$ cat src/rtl/gst_pkg.sv
// Shared types and constants for the generational slot table.
// No dependencies; imported by every module of the block but gst_ram.
`timescale 1ns / 1ps

package gst_pkg;

    localparam int SLOTS        = 256;
    localparam int GEN_BITS     = 16;
    localparam int PAYLOAD_BITS = 32;
    localparam int SLOT_BITS    = $clog2(SLOTS);
    localparam int CNT_BITS     = $clog2(SLOTS + 1);

    typedef enum logic [1:0] {
        OP_ADD     = 2'd0,
        OP_RESOLVE = 2'd1,
        OP_REMOVE  = 2'd2,
        OP_CLEAR   = 2'd3
    } t_gst_op;

    typedef enum logic [1:0] {
        ST_IDLE,
        ST_POP,
        ST_EXEC
    } t_gst_state;

    typedef struct packed {
        logic [GEN_BITS-1:0]     gen;
        logic                    occ;
        logic [PAYLOAD_BITS-1:0] payload;
    } t_slot_entry;

    localparam int ENTRY_BITS = $bits(t_slot_entry);

    // controller -> datapath
    typedef struct packed {
        logic accept;
        logic pop;
        logic exec;
    } t_gst_cmd;

    // datapath -> controller
    typedef struct packed {
        logic stack_nonempty;
    } t_gst_status;

endpackage

$ cat src/rtl/gst_ctrl.sv
// Sequencer for the slot table: accept, optional free-stack pop, execute.
// Depends on gst_pkg.
`timescale 1ns / 1ps

module gst_ctrl import gst_pkg::*; (
    input  logic        i_clk,
    input  logic        i_rst_n,
    input  logic        i_start,
    input  logic [1:0]  i_op,
    input  t_gst_status i_status,
    output t_gst_cmd    o_cmd,
    output logic        o_busy
);

    t_gst_state r_state;
    t_gst_state n_state;

    always_ff @(posedge i_clk) begin
        if (!i_rst_n) begin
            r_state <= ST_IDLE;
        end else begin
            r_state <= n_state;
        end
    end

    always_comb begin
        n_state = r_state;
        o_cmd   = '0;
        case (r_state)
            ST_IDLE: begin
                if (i_start) begin
                    o_cmd.accept = 1'b1;
                    // reuse from the free stack needs the popped slot's entry read first
                    if (t_gst_op'(i_op) == OP_ADD && i_status.stack_nonempty) begin
                        n_state = ST_POP;
                    end else begin
                        n_state = ST_EXEC;
                    end
                end
            end
            ST_POP: begin
                o_cmd.pop = 1'b1;
                n_state   = ST_EXEC;
            end
            ST_EXEC: begin
                o_cmd.exec = 1'b1;
                n_state    = ST_IDLE;
            end
            default: begin
                n_state = ST_IDLE;
            end
        endcase
    end

    assign o_busy = (r_state != ST_IDLE);

endmodule

$ cat config.mk
export PLATFORM = sky130hd
export DESIGN_NAME = gst_ctrl
export DESIGN_NICKNAME = d
export VERILOG_FILES = /design/src/rtl/gst_pkg.sv /design/src/rtl/gst_ctrl.sv
export SDC_FILE = /design/constraint.sdc
export NUM_CORES = 1
export LEC_CHECK = 0
export BUFFER_PORTS_ARGS = -buffer_cell sky130_fd_sc_hd__buf_4
export CORE_AREA = 5 5 42 44
export DETAILED_ROUTE_END_ITERATION = 12
export DIE_AREA = 0 0 47 49
export PLACE_DENSITY = 0.37
export SETUP_SLACK_MARGIN = 0.4
export SYNTH_ARGS = -nofsm -noshare
export SYNTH_HDL_FRONTEND = slang
export SYNTH_SLANG_ARGS = --single-unit
$ cat constraint.sdc
create_clock -name i_clk -period 1.54 [get_ports i_clk]
set_clock_uncertainty 0.1 [all_clocks]
set_input_delay 0 -clock i_clk [delete_from_list [all_inputs] [get_ports i_clk]]
set_output_delay 0 -clock i_clk [all_outputs]
set_load 0.05 [all_outputs]
==> summary.txt, run 1 <==
Setup path
  – Crit start category: register
  – Data arrival, critical path: 0.98 ns
  – Worst R2R Setup Slack: 0.59 ns
  – Endpoint class of the critical path: primary output
  – Critical path fanouts, max: 6
  – Critical path class: reg -> out
  – Req. time, crit path: 1.44 ns
  – R2r endpoint: r_state[1]$_SDFFE_PN0P_
  – R2r startpoint: r_state[0]$_SDFFE_PN0P_
  – Worst r2r path cells: 2

Routing
  – Via count: 144
  – Drt initial violations: 1
  – DRC Markers: 0
  – Average wire per standard cell: 9.45 µm
  – WL final: 397 µm
  – DR pass1 iterations: 2
  – Antenna-violating nets left: 0
  – Avg Vias per Cell: 3.43

Finish
  – Largest registers: r_state (2)
  – Util after Layout: 20.3%
  – Final nets: 34
  – Max reg flops: 2
  – Fillers: 166
  – Ant diodes: 0
  – Synth-to-Final Area Change: 139%
  – Layout cells sized above 1: 69.2%
  – Final instance area: 284 µm²
  – Most flops, register: r_state

Synthesis
  – Synth cell count leaders: 2 x dfxtp_1, 2 x nor2_1, 2 x nor4b_2
  – Average size of a mapped cell: 10.8 µm²
  – Top cells by area, synth: dfxtp_1 34%, nor4b_2 25%, nor3b_2 11%, and4_1 7.4%, and2b_1 6.3%
  – Net Count, Synth: 17
  – Post-synth cell types: 8
  – Number of flops mapped to enable cells by yosys: 0
  – Cells after synthesis: 11
  – Post-synthesis instance area: 119 µm²
  – Primary FF master, synth: dfxtp_1
  – Ys async rst share: 0%
  – Share of the synthesized area in the top cell type: 33.7%
  – Synthesized flop and latch total: 2
  – Synth area leader: dfxtp_1
  – Post-synthesis sequential area ratio: 33.7%
  – Yosys warns: 0

Timing
  – Minimum clock period: 1.08 ns
  – Sum Neg Setup Slack: 0 ns
  – RSZ-0062 raised after global routing: false
  – Rel. slew slack: 84.9%
  – Tightest Pin Transition: 0.226 ns
  – Final count of hold timing violations: 0
  – Final worst path period share: 69.9%
  – Final worst slack: 0.463 ns
  – Final slew viol count: 0
  – Peak Freq: 929 MHz
  – Setup-failing EPs final: 0

Power and ir drop
  – Leak pwr: 0.125 nW
  – Peak VDD IR: 0.296 mV
  – Pwr dens: 848 mW/mm²

Hold path
  – Hold Crit Endpoint: r_state[0]$_SDFFE_PN0P_
  – Hold_sp: i_op[0]
  – WHS Path Cells: 3
  – Class of the worst hold path: in -> reg

Clock tree
  – Clock latency on the worst-skew pair: 0.23 ns
  – Num CTS Buffers: 3
  – H-tree Lvls: 1
  – CTS tree: done
  – Clock sinks: 2
  – CTS max path bufs: 2
  – Worst-path clk slew: 0.03 ns
  – Root Driver: clkbuf_4

GRT
  – First-pass GRT wire length: 655 µm
  – Largest net degree at the start of global routing: 7
  – Vias in the first global route: 171
  – GR Overflow Total: 0
  – Initial antenna violation count: 0
  – Tot GR Track Use: 4.57%

Floorplan
  – Starting Density: 8.48%
  – Die area: 0.00230 mm²
  – Die width: 47 µm
  – Core area: 0.00140 mm²
  – Row cnt: 14
  – I/O pin total: 10
  – Die Ht: 49 µm

Placement
  – RD Place Congestion: 0.775
  – Input/output buffers: 9
  – Post-placement cell area: 215 µm²
  – Pre-CTS WS: 0.582 ns

Job
  – Max Cap Viol: 0

Status
  – Outcome: completed
[what timing repair did]
item | 4_1_cts | 5_1_grt
endpoints found under the hold margin | 2 | 0
resized for setup | 4 | 1
setup buffers | 0 | 0
setup endpoints to repair | 1 | 1
hold buffers | 3 | 0
[how the worst max path moves through the flow]
stage / from / to / slack [ns] / depth (start not counted)
6_report: r_state[0]$_SDFFE_PN0P_ / o_busy / 0.46 / 2
5_1_grt: r_state[1]$_SDFFE_PN0P_ / o_cmd[2] / 0.40 / 2
4_1_cts: r_state[1]$_SDFFE_PN0P_ / o_cmd[2] / 0.43 / 2
3_5_place_dp: r_state[0]$_SDFFE_PN0P_ / r_state[1]$_SDFFE_PN0P_ / 0.58 / 2
3_3_place_gp: r_state[0]$_SDFFE_PN0P_ / r_state[1]$_SDFFE_PN0P_ / 0.60 / 2
2_1_floorplan: r_state[1]$_SDFFE_PN0P_ / r_state[0]$_SDFFE_PN0P_ / 0.27 / 2
[through the flow]
step	std cells	total power, mW	hold WS, ns
3_3_place_gp	36	0.117	0.210
2_1_floorplan	11	0.0932	0.0810
4_1_cts	42	0.248	0.0268
6_report	42	0.241	0.0382
5_1_grt	42	0.266	0.0461
3_5_place_dp	36	0.116	0.199
[power by group]
part	leakage, nW	switching (mW)	total [mW]	internal [mW]
clock	0.0138	0.0294	0.115	0.0859
sequential	0.0175	0.00405	0.0574	0.0533
combinational	0.0939	0.0331	0.0680	0.0349
[worst max-delay path, stage by stage (launching register included)]
cell and delay (ns):
dfxtp_4 0.35, or2_4 0.25, buf_8 0.15
[cells by family after synthesis]
kind of cell | count (synthesis) | share of synthesized area, %
AND/OR/NAND/NOR | 9 | 66.3
flip-flops | 2 | 33.7
[cells in the final DEF (no fill, tap or decap), types with 2 or more instances in the layout]
| master | netlist | final |
|---|---|---|
| buf_4 | 0 | 7 |
| clkbuf_4 | 0 | 3 |
| dlygate4sd3_1 | 0 | 3 |
| nor2_1 | 2 | 2 |
| nor4b_2 | 2 | 2 |
[area by class of cell]
class	instances	area (µm²)	share of cell area, %
multi-input cells	9	87.6	30.8
well taps	16	20.0	7.05
flip-flops and latches	2	45.0	15.9
repair buffers	12	109	38.3
clock buffers	3	22.5	7.93
[per-layer routing]
metal | vias to the layer above | share of wire, % | global-route usage, %
li1 | 70 | - | -
met1 | 61 | 42 | 4.38
met2 | 11 | 33 | 4.75
met3 | 2 | 22 | 5.54
met4 | 0 | 2.3 | 4.15
met5 | - | 0 | 0
Note: power is estimated with default switching activity, not from simulation.
==> run 2, diff against run 1 <==
Settings changed: ABC_AREA from default to 1.
Clock period 1.54 ns to 1 ns, I/O delays scaled along.
==> run 2 against run 1 <==
Against the previous run: the run now ends with hold timing, setup timing left; count of clock-buffer cells in the layout increased by 1; global-route usage decreased by 0.98 points; worst setup slack got worse by 0.54 ns; critical path depth increased by 2; power increased by 68%; largest cell class unchanged.
==> summary.txt, run 2 <==
Status
  – Outcome: complete, but fails checks
  – Violated checks: hold timing, setup timing

Setup path
  – Setup crit end: o_cmd[2]
  – Endpoint class of the critical path: primary output
  – Worst R2R Setup Slack: 0.01 ns (-0.58 ns)
  – Crit start category: register
  – WP buf/inv: 2 (+1)
  – Data arrival, critical path: 0.97 ns (about the same)
  – CP Depth: 4 (+2)
  – Critical path class: reg -> out
  – Critical path fanouts, max: 4 (-2)
  – Worst setup path startpoint: r_state[0]$_SDFFE_PN0P_
  – R2r endpoint: r_state[0]$_SDFFE_PN0P_
  – CP max stage cell: dfxtp_4
  – Worst path top cell family by delay: flip-flops
  – Max stage delay on crit path: 0.36 ns (about the same)
  – CP most frequent cell: nor2_4
  – Req. time, crit path: 0.90 ns (-0.54 ns)
  – CP Cell Sequence: nor2_4 > inv_4 > nor2_4 > buf_8
  – R2r startpoint: r_state[0]$_SDFFE_PN0P_
  – Worst r2r path cells: 5 (+3)

Routing
  – Via count: 174 (+21%)
  – Met3 wire len: 56 µm (-37%)
  – Met2 wire length: 156 µm (+20%)
  – DRC Markers: 0 (unchanged)
  – Avg Vias per Cell: 3.28 (-4.2%)
  – M1 WL: 149 µm (-11%)
  – Antenna-violating nets left: 0 (unchanged)
  – Max layer used: met3
  – WL final: 362 µm (-8.8%)
  – Drt initial violations: 0 (-1)
  – DR pass1 iterations: 1 (-1)
  – Average wire per standard cell: 6.83 µm (-28%)

Synthesis
  – Ys async rst share: 0% (unchanged)
  – Cells after synthesis: 20 (+9)
  – Post-synthesis sequential area ratio: 36.4% (+2.7 points)
  – Compound-Gate Fraction of Synth Area: 0% (unchanged)
  – Number of flops mapped to enable cells by yosys: 0 (unchanged)
  – Top cells by area, synth: dfxtp_1 36%, nor2_1 27%, inv_1 17%, nand2_1 10%, nand3_1 9.1%
  – Most frequent cell after synthesis: nor2_1
  – Post-synthesis instance area: 110 µm² (-7.4%)
  – Synthesized flop and latch total: 2 (unchanged)
  – Average size of a mapped cell: 5.51 µm² (-49%)
  – Simple-gate share of the synthesized area: 46.6% (-20 points)
  – Post-synth cell types: 5 (-3)
  – Synth area leader: dfxtp_1
  – Net Count, Synth: 26 (+9)
  – Synth cell count leaders: 8 x nor2_1, 5 x inv_1, 3 x nand2_1
  – Share of the synthesized area in the top cell type: 36.4% (+2.7 points)
  – Yosys warns: 0 (unchanged)
  – Post-synthesis adder-cell area fraction: 0% (unchanged)
  – Mux contribution to synthesized area: 0% (unchanged)
  – XOR/XNOR Fraction of Synth Area: 0% (unchanged)
  – Largest family of logic cells by synthesized area: simple AND/OR/NAND/NOR gates
  – Primary FF master, synth: dfxtp_1

Clock tree
  – CTS max path bufs: 2 (unchanged)
  – Root Driver: clkbuf_4
  – H-tree Lvls: 1 (unchanged)
  – CTS tree: done
  – Clock latency on the worst-skew pair: 0.23 ns (about the same)
  – Clock sinks: 2 (unchanged)
  – Num CTS Buffers: 3 (unchanged)
  – Worst-path clk slew: 0.03 ns (about the same)

GRT
  – Initial antenna violation count: 0 (unchanged)
  – Tot GR Track Use: 3.59% (-0.98 points)
  – First-pass GRT wire length: 524 µm (-20%)
  – Vias in the first global route: 169 (-1.2%)
  – GR Overflow Total: 0 (unchanged)
  – Largest net degree at the start of global routing: 5 (-2)

Job
  – Max Cap Viol: 0 (unchanged)

Finish
  – Ant diodes: 0 (unchanged)
  – Final instance area: 315 µm² (+11%)
  – Fillers: 164 (-1.2%)
  – Final nets: 44 (+29%)
  – Layout cells sized above 1: 70.3% (+1.0 points)
  – Largest registers: r_state (2)
  – Most common cell after layout, fill and taps aside: buf_4
  – Most flops, register: r_state
  – Synth-to-Final Area Change: 186%
  – Max reg flops: 2 (unchanged)
  – Leading cell types in the layout, fill and taps excluded: 9 x buf_4, 4 x nor2_1

Hold path
  – Class of the worst hold path: in -> reg

Floorplan
  – Row cnt: 14 (unchanged)
  – Die area: 0.00230 mm² (unchanged)
  – Starting Density: 7.86% (-0.62 points)
  – Core area: 0.00140 mm² (unchanged)
  – Die Ht: 49 µm (unchanged)
  – I/O pin total: 10 (unchanged)
  – Die width: 47 µm (unchanged)

Timing
  – Setup-failing EPs final: 3 (+3)
  – Final hold slack: -0.0840 ns (-0.122 ns)
  – Minimum clock period: 1.07 ns
  – Final slew viol count: 0 (unchanged)
  – Sum Neg Setup Slack: -0.129 ns (-0.129 ns)
  – Final count of hold timing violations: 2 (+2)
  – Final worst path period share: 107%
  – Final worst slack: -0.0722 ns (-0.535 ns)
  – RSZ-0062 raised after global routing: true
  – Peak Freq: 933 MHz
  – Rel. slew slack: 89.2% (+4.3 points)
  – Tightest Pin Transition: 0.161 ns (-0.0646 ns)

Power and ir drop
  – Tot Pwr: 403 µW (+68%)
  – Peak VDD IR: 0.552 mV (+86%)
  – Pwr dens: 1280 mW/mm² (+51%)
  – Leak pwr: 0.155 nW (+23%)

Placement
  – Pre-CTS WS: 0.109 ns (-0.473 ns)
  – RD Place Congestion: 0.611 (-21%)
  – Input/output buffers: 9 (unchanged)
  – Post-placement cell area: 233 µm² (+8.1%)
  – Post-DP HPWL: 289 µm
==> run 2: changes by cell type after synthesis <==
cell     previous run  this run
nor2_1              2         8
inv_1               0         5
nand2_1             0         3
nand3_1             0         2
nor4b_2             2         0
and2b_1             1         0
and4_1              1         0
nor2b_1             1         0
nor3b_2             1         0
or2_2               1         0
==> run 2: cells by family after synthesis <==
family	Yosys count
buffers and inverters	5
flip-flops	2
AND/OR/NAND/NOR	13
==> run 2: stage by stage <==
stage | hold slack, ns | cells | util [%]
after global routing | -0.0865 | 53 | 22.5
after global placement | 0.149 | 45 | 16.6
final | -0.0840 | 53 | 22.5
after detailed placement | 0.152 | 45 | 16.6
after floorplan | 0.0155 | 20 | -
after CTS | -0.0865 | 51 | 21.2
==> run 2: what timing repair did <==
item | 4_1_cts | 5_1_grt
endpoints found under the hold margin | 2 | 2
endpoints found under the setup margin | 6 | 6
pin swaps | 4 | 3
setup buffers | 2 | 2
resized for setup | 7 | 1
==> run 2: worst register-to-register path, stage by stage (launching register included) <==
cell and delay, ns:
dfxtp_4 0.36, nor2_4 0.11, buf_4 0.12, buf_4 0.09, nand3_1 0.07, nor2_1 0.08
==> run 2: cell type report <==
class	count	area (µm²)	share of cell area (%)
clock buffer	4	26.3	8.33
timing repair buffer	13	116	36.9
inverter	5	23.8	7.54
tap	16	20.0	6.35
sequential	2	47.5	15.1
multi-input combinational	13	81.3	25.8
==> run 2: report_power, final <==
| part | switching [mW] | internal, mW |
|---|---|---|
| combinational | 0.0636 | 0.0546 |
| sequential | 0.00496 | 0.0807 |
| clock | 0.0510 | 0.149 |
==> run 2: worst min-delay path by stage <==
stage / to / slack (ns) / depth (start not counted) / startpoint
final: r_state[0]$_SDFFE_PN0P_ / -0.08 / 3 / i_status
after global routing: r_state[0]$_SDFFE_PN0P_ / -0.09 / 3 / i_status
after CTS: r_state[0]$_SDFFE_PN0P_ / -0.09 / 3 / i_status
after detailed placement: r_state[0]$_SDFFE_PN0P_ / 0.15 / 3 / i_status
after global placement: r_state[0]$_SDFFE_PN0P_ / 0.15 / 4 / i_op[0]
after floorplan: r_state[0]$_SDFFE_PN0P_ / 0.02 / 2 / i_status
==> run 2: per-layer routing <==
metal / track usage [%] / vias up
li1: - / 92
met1: 2.63 / 75
met2: 5.43 / 7
met3: 4.43 / 0
met4: 1.38 / 0
met5: 0 / -
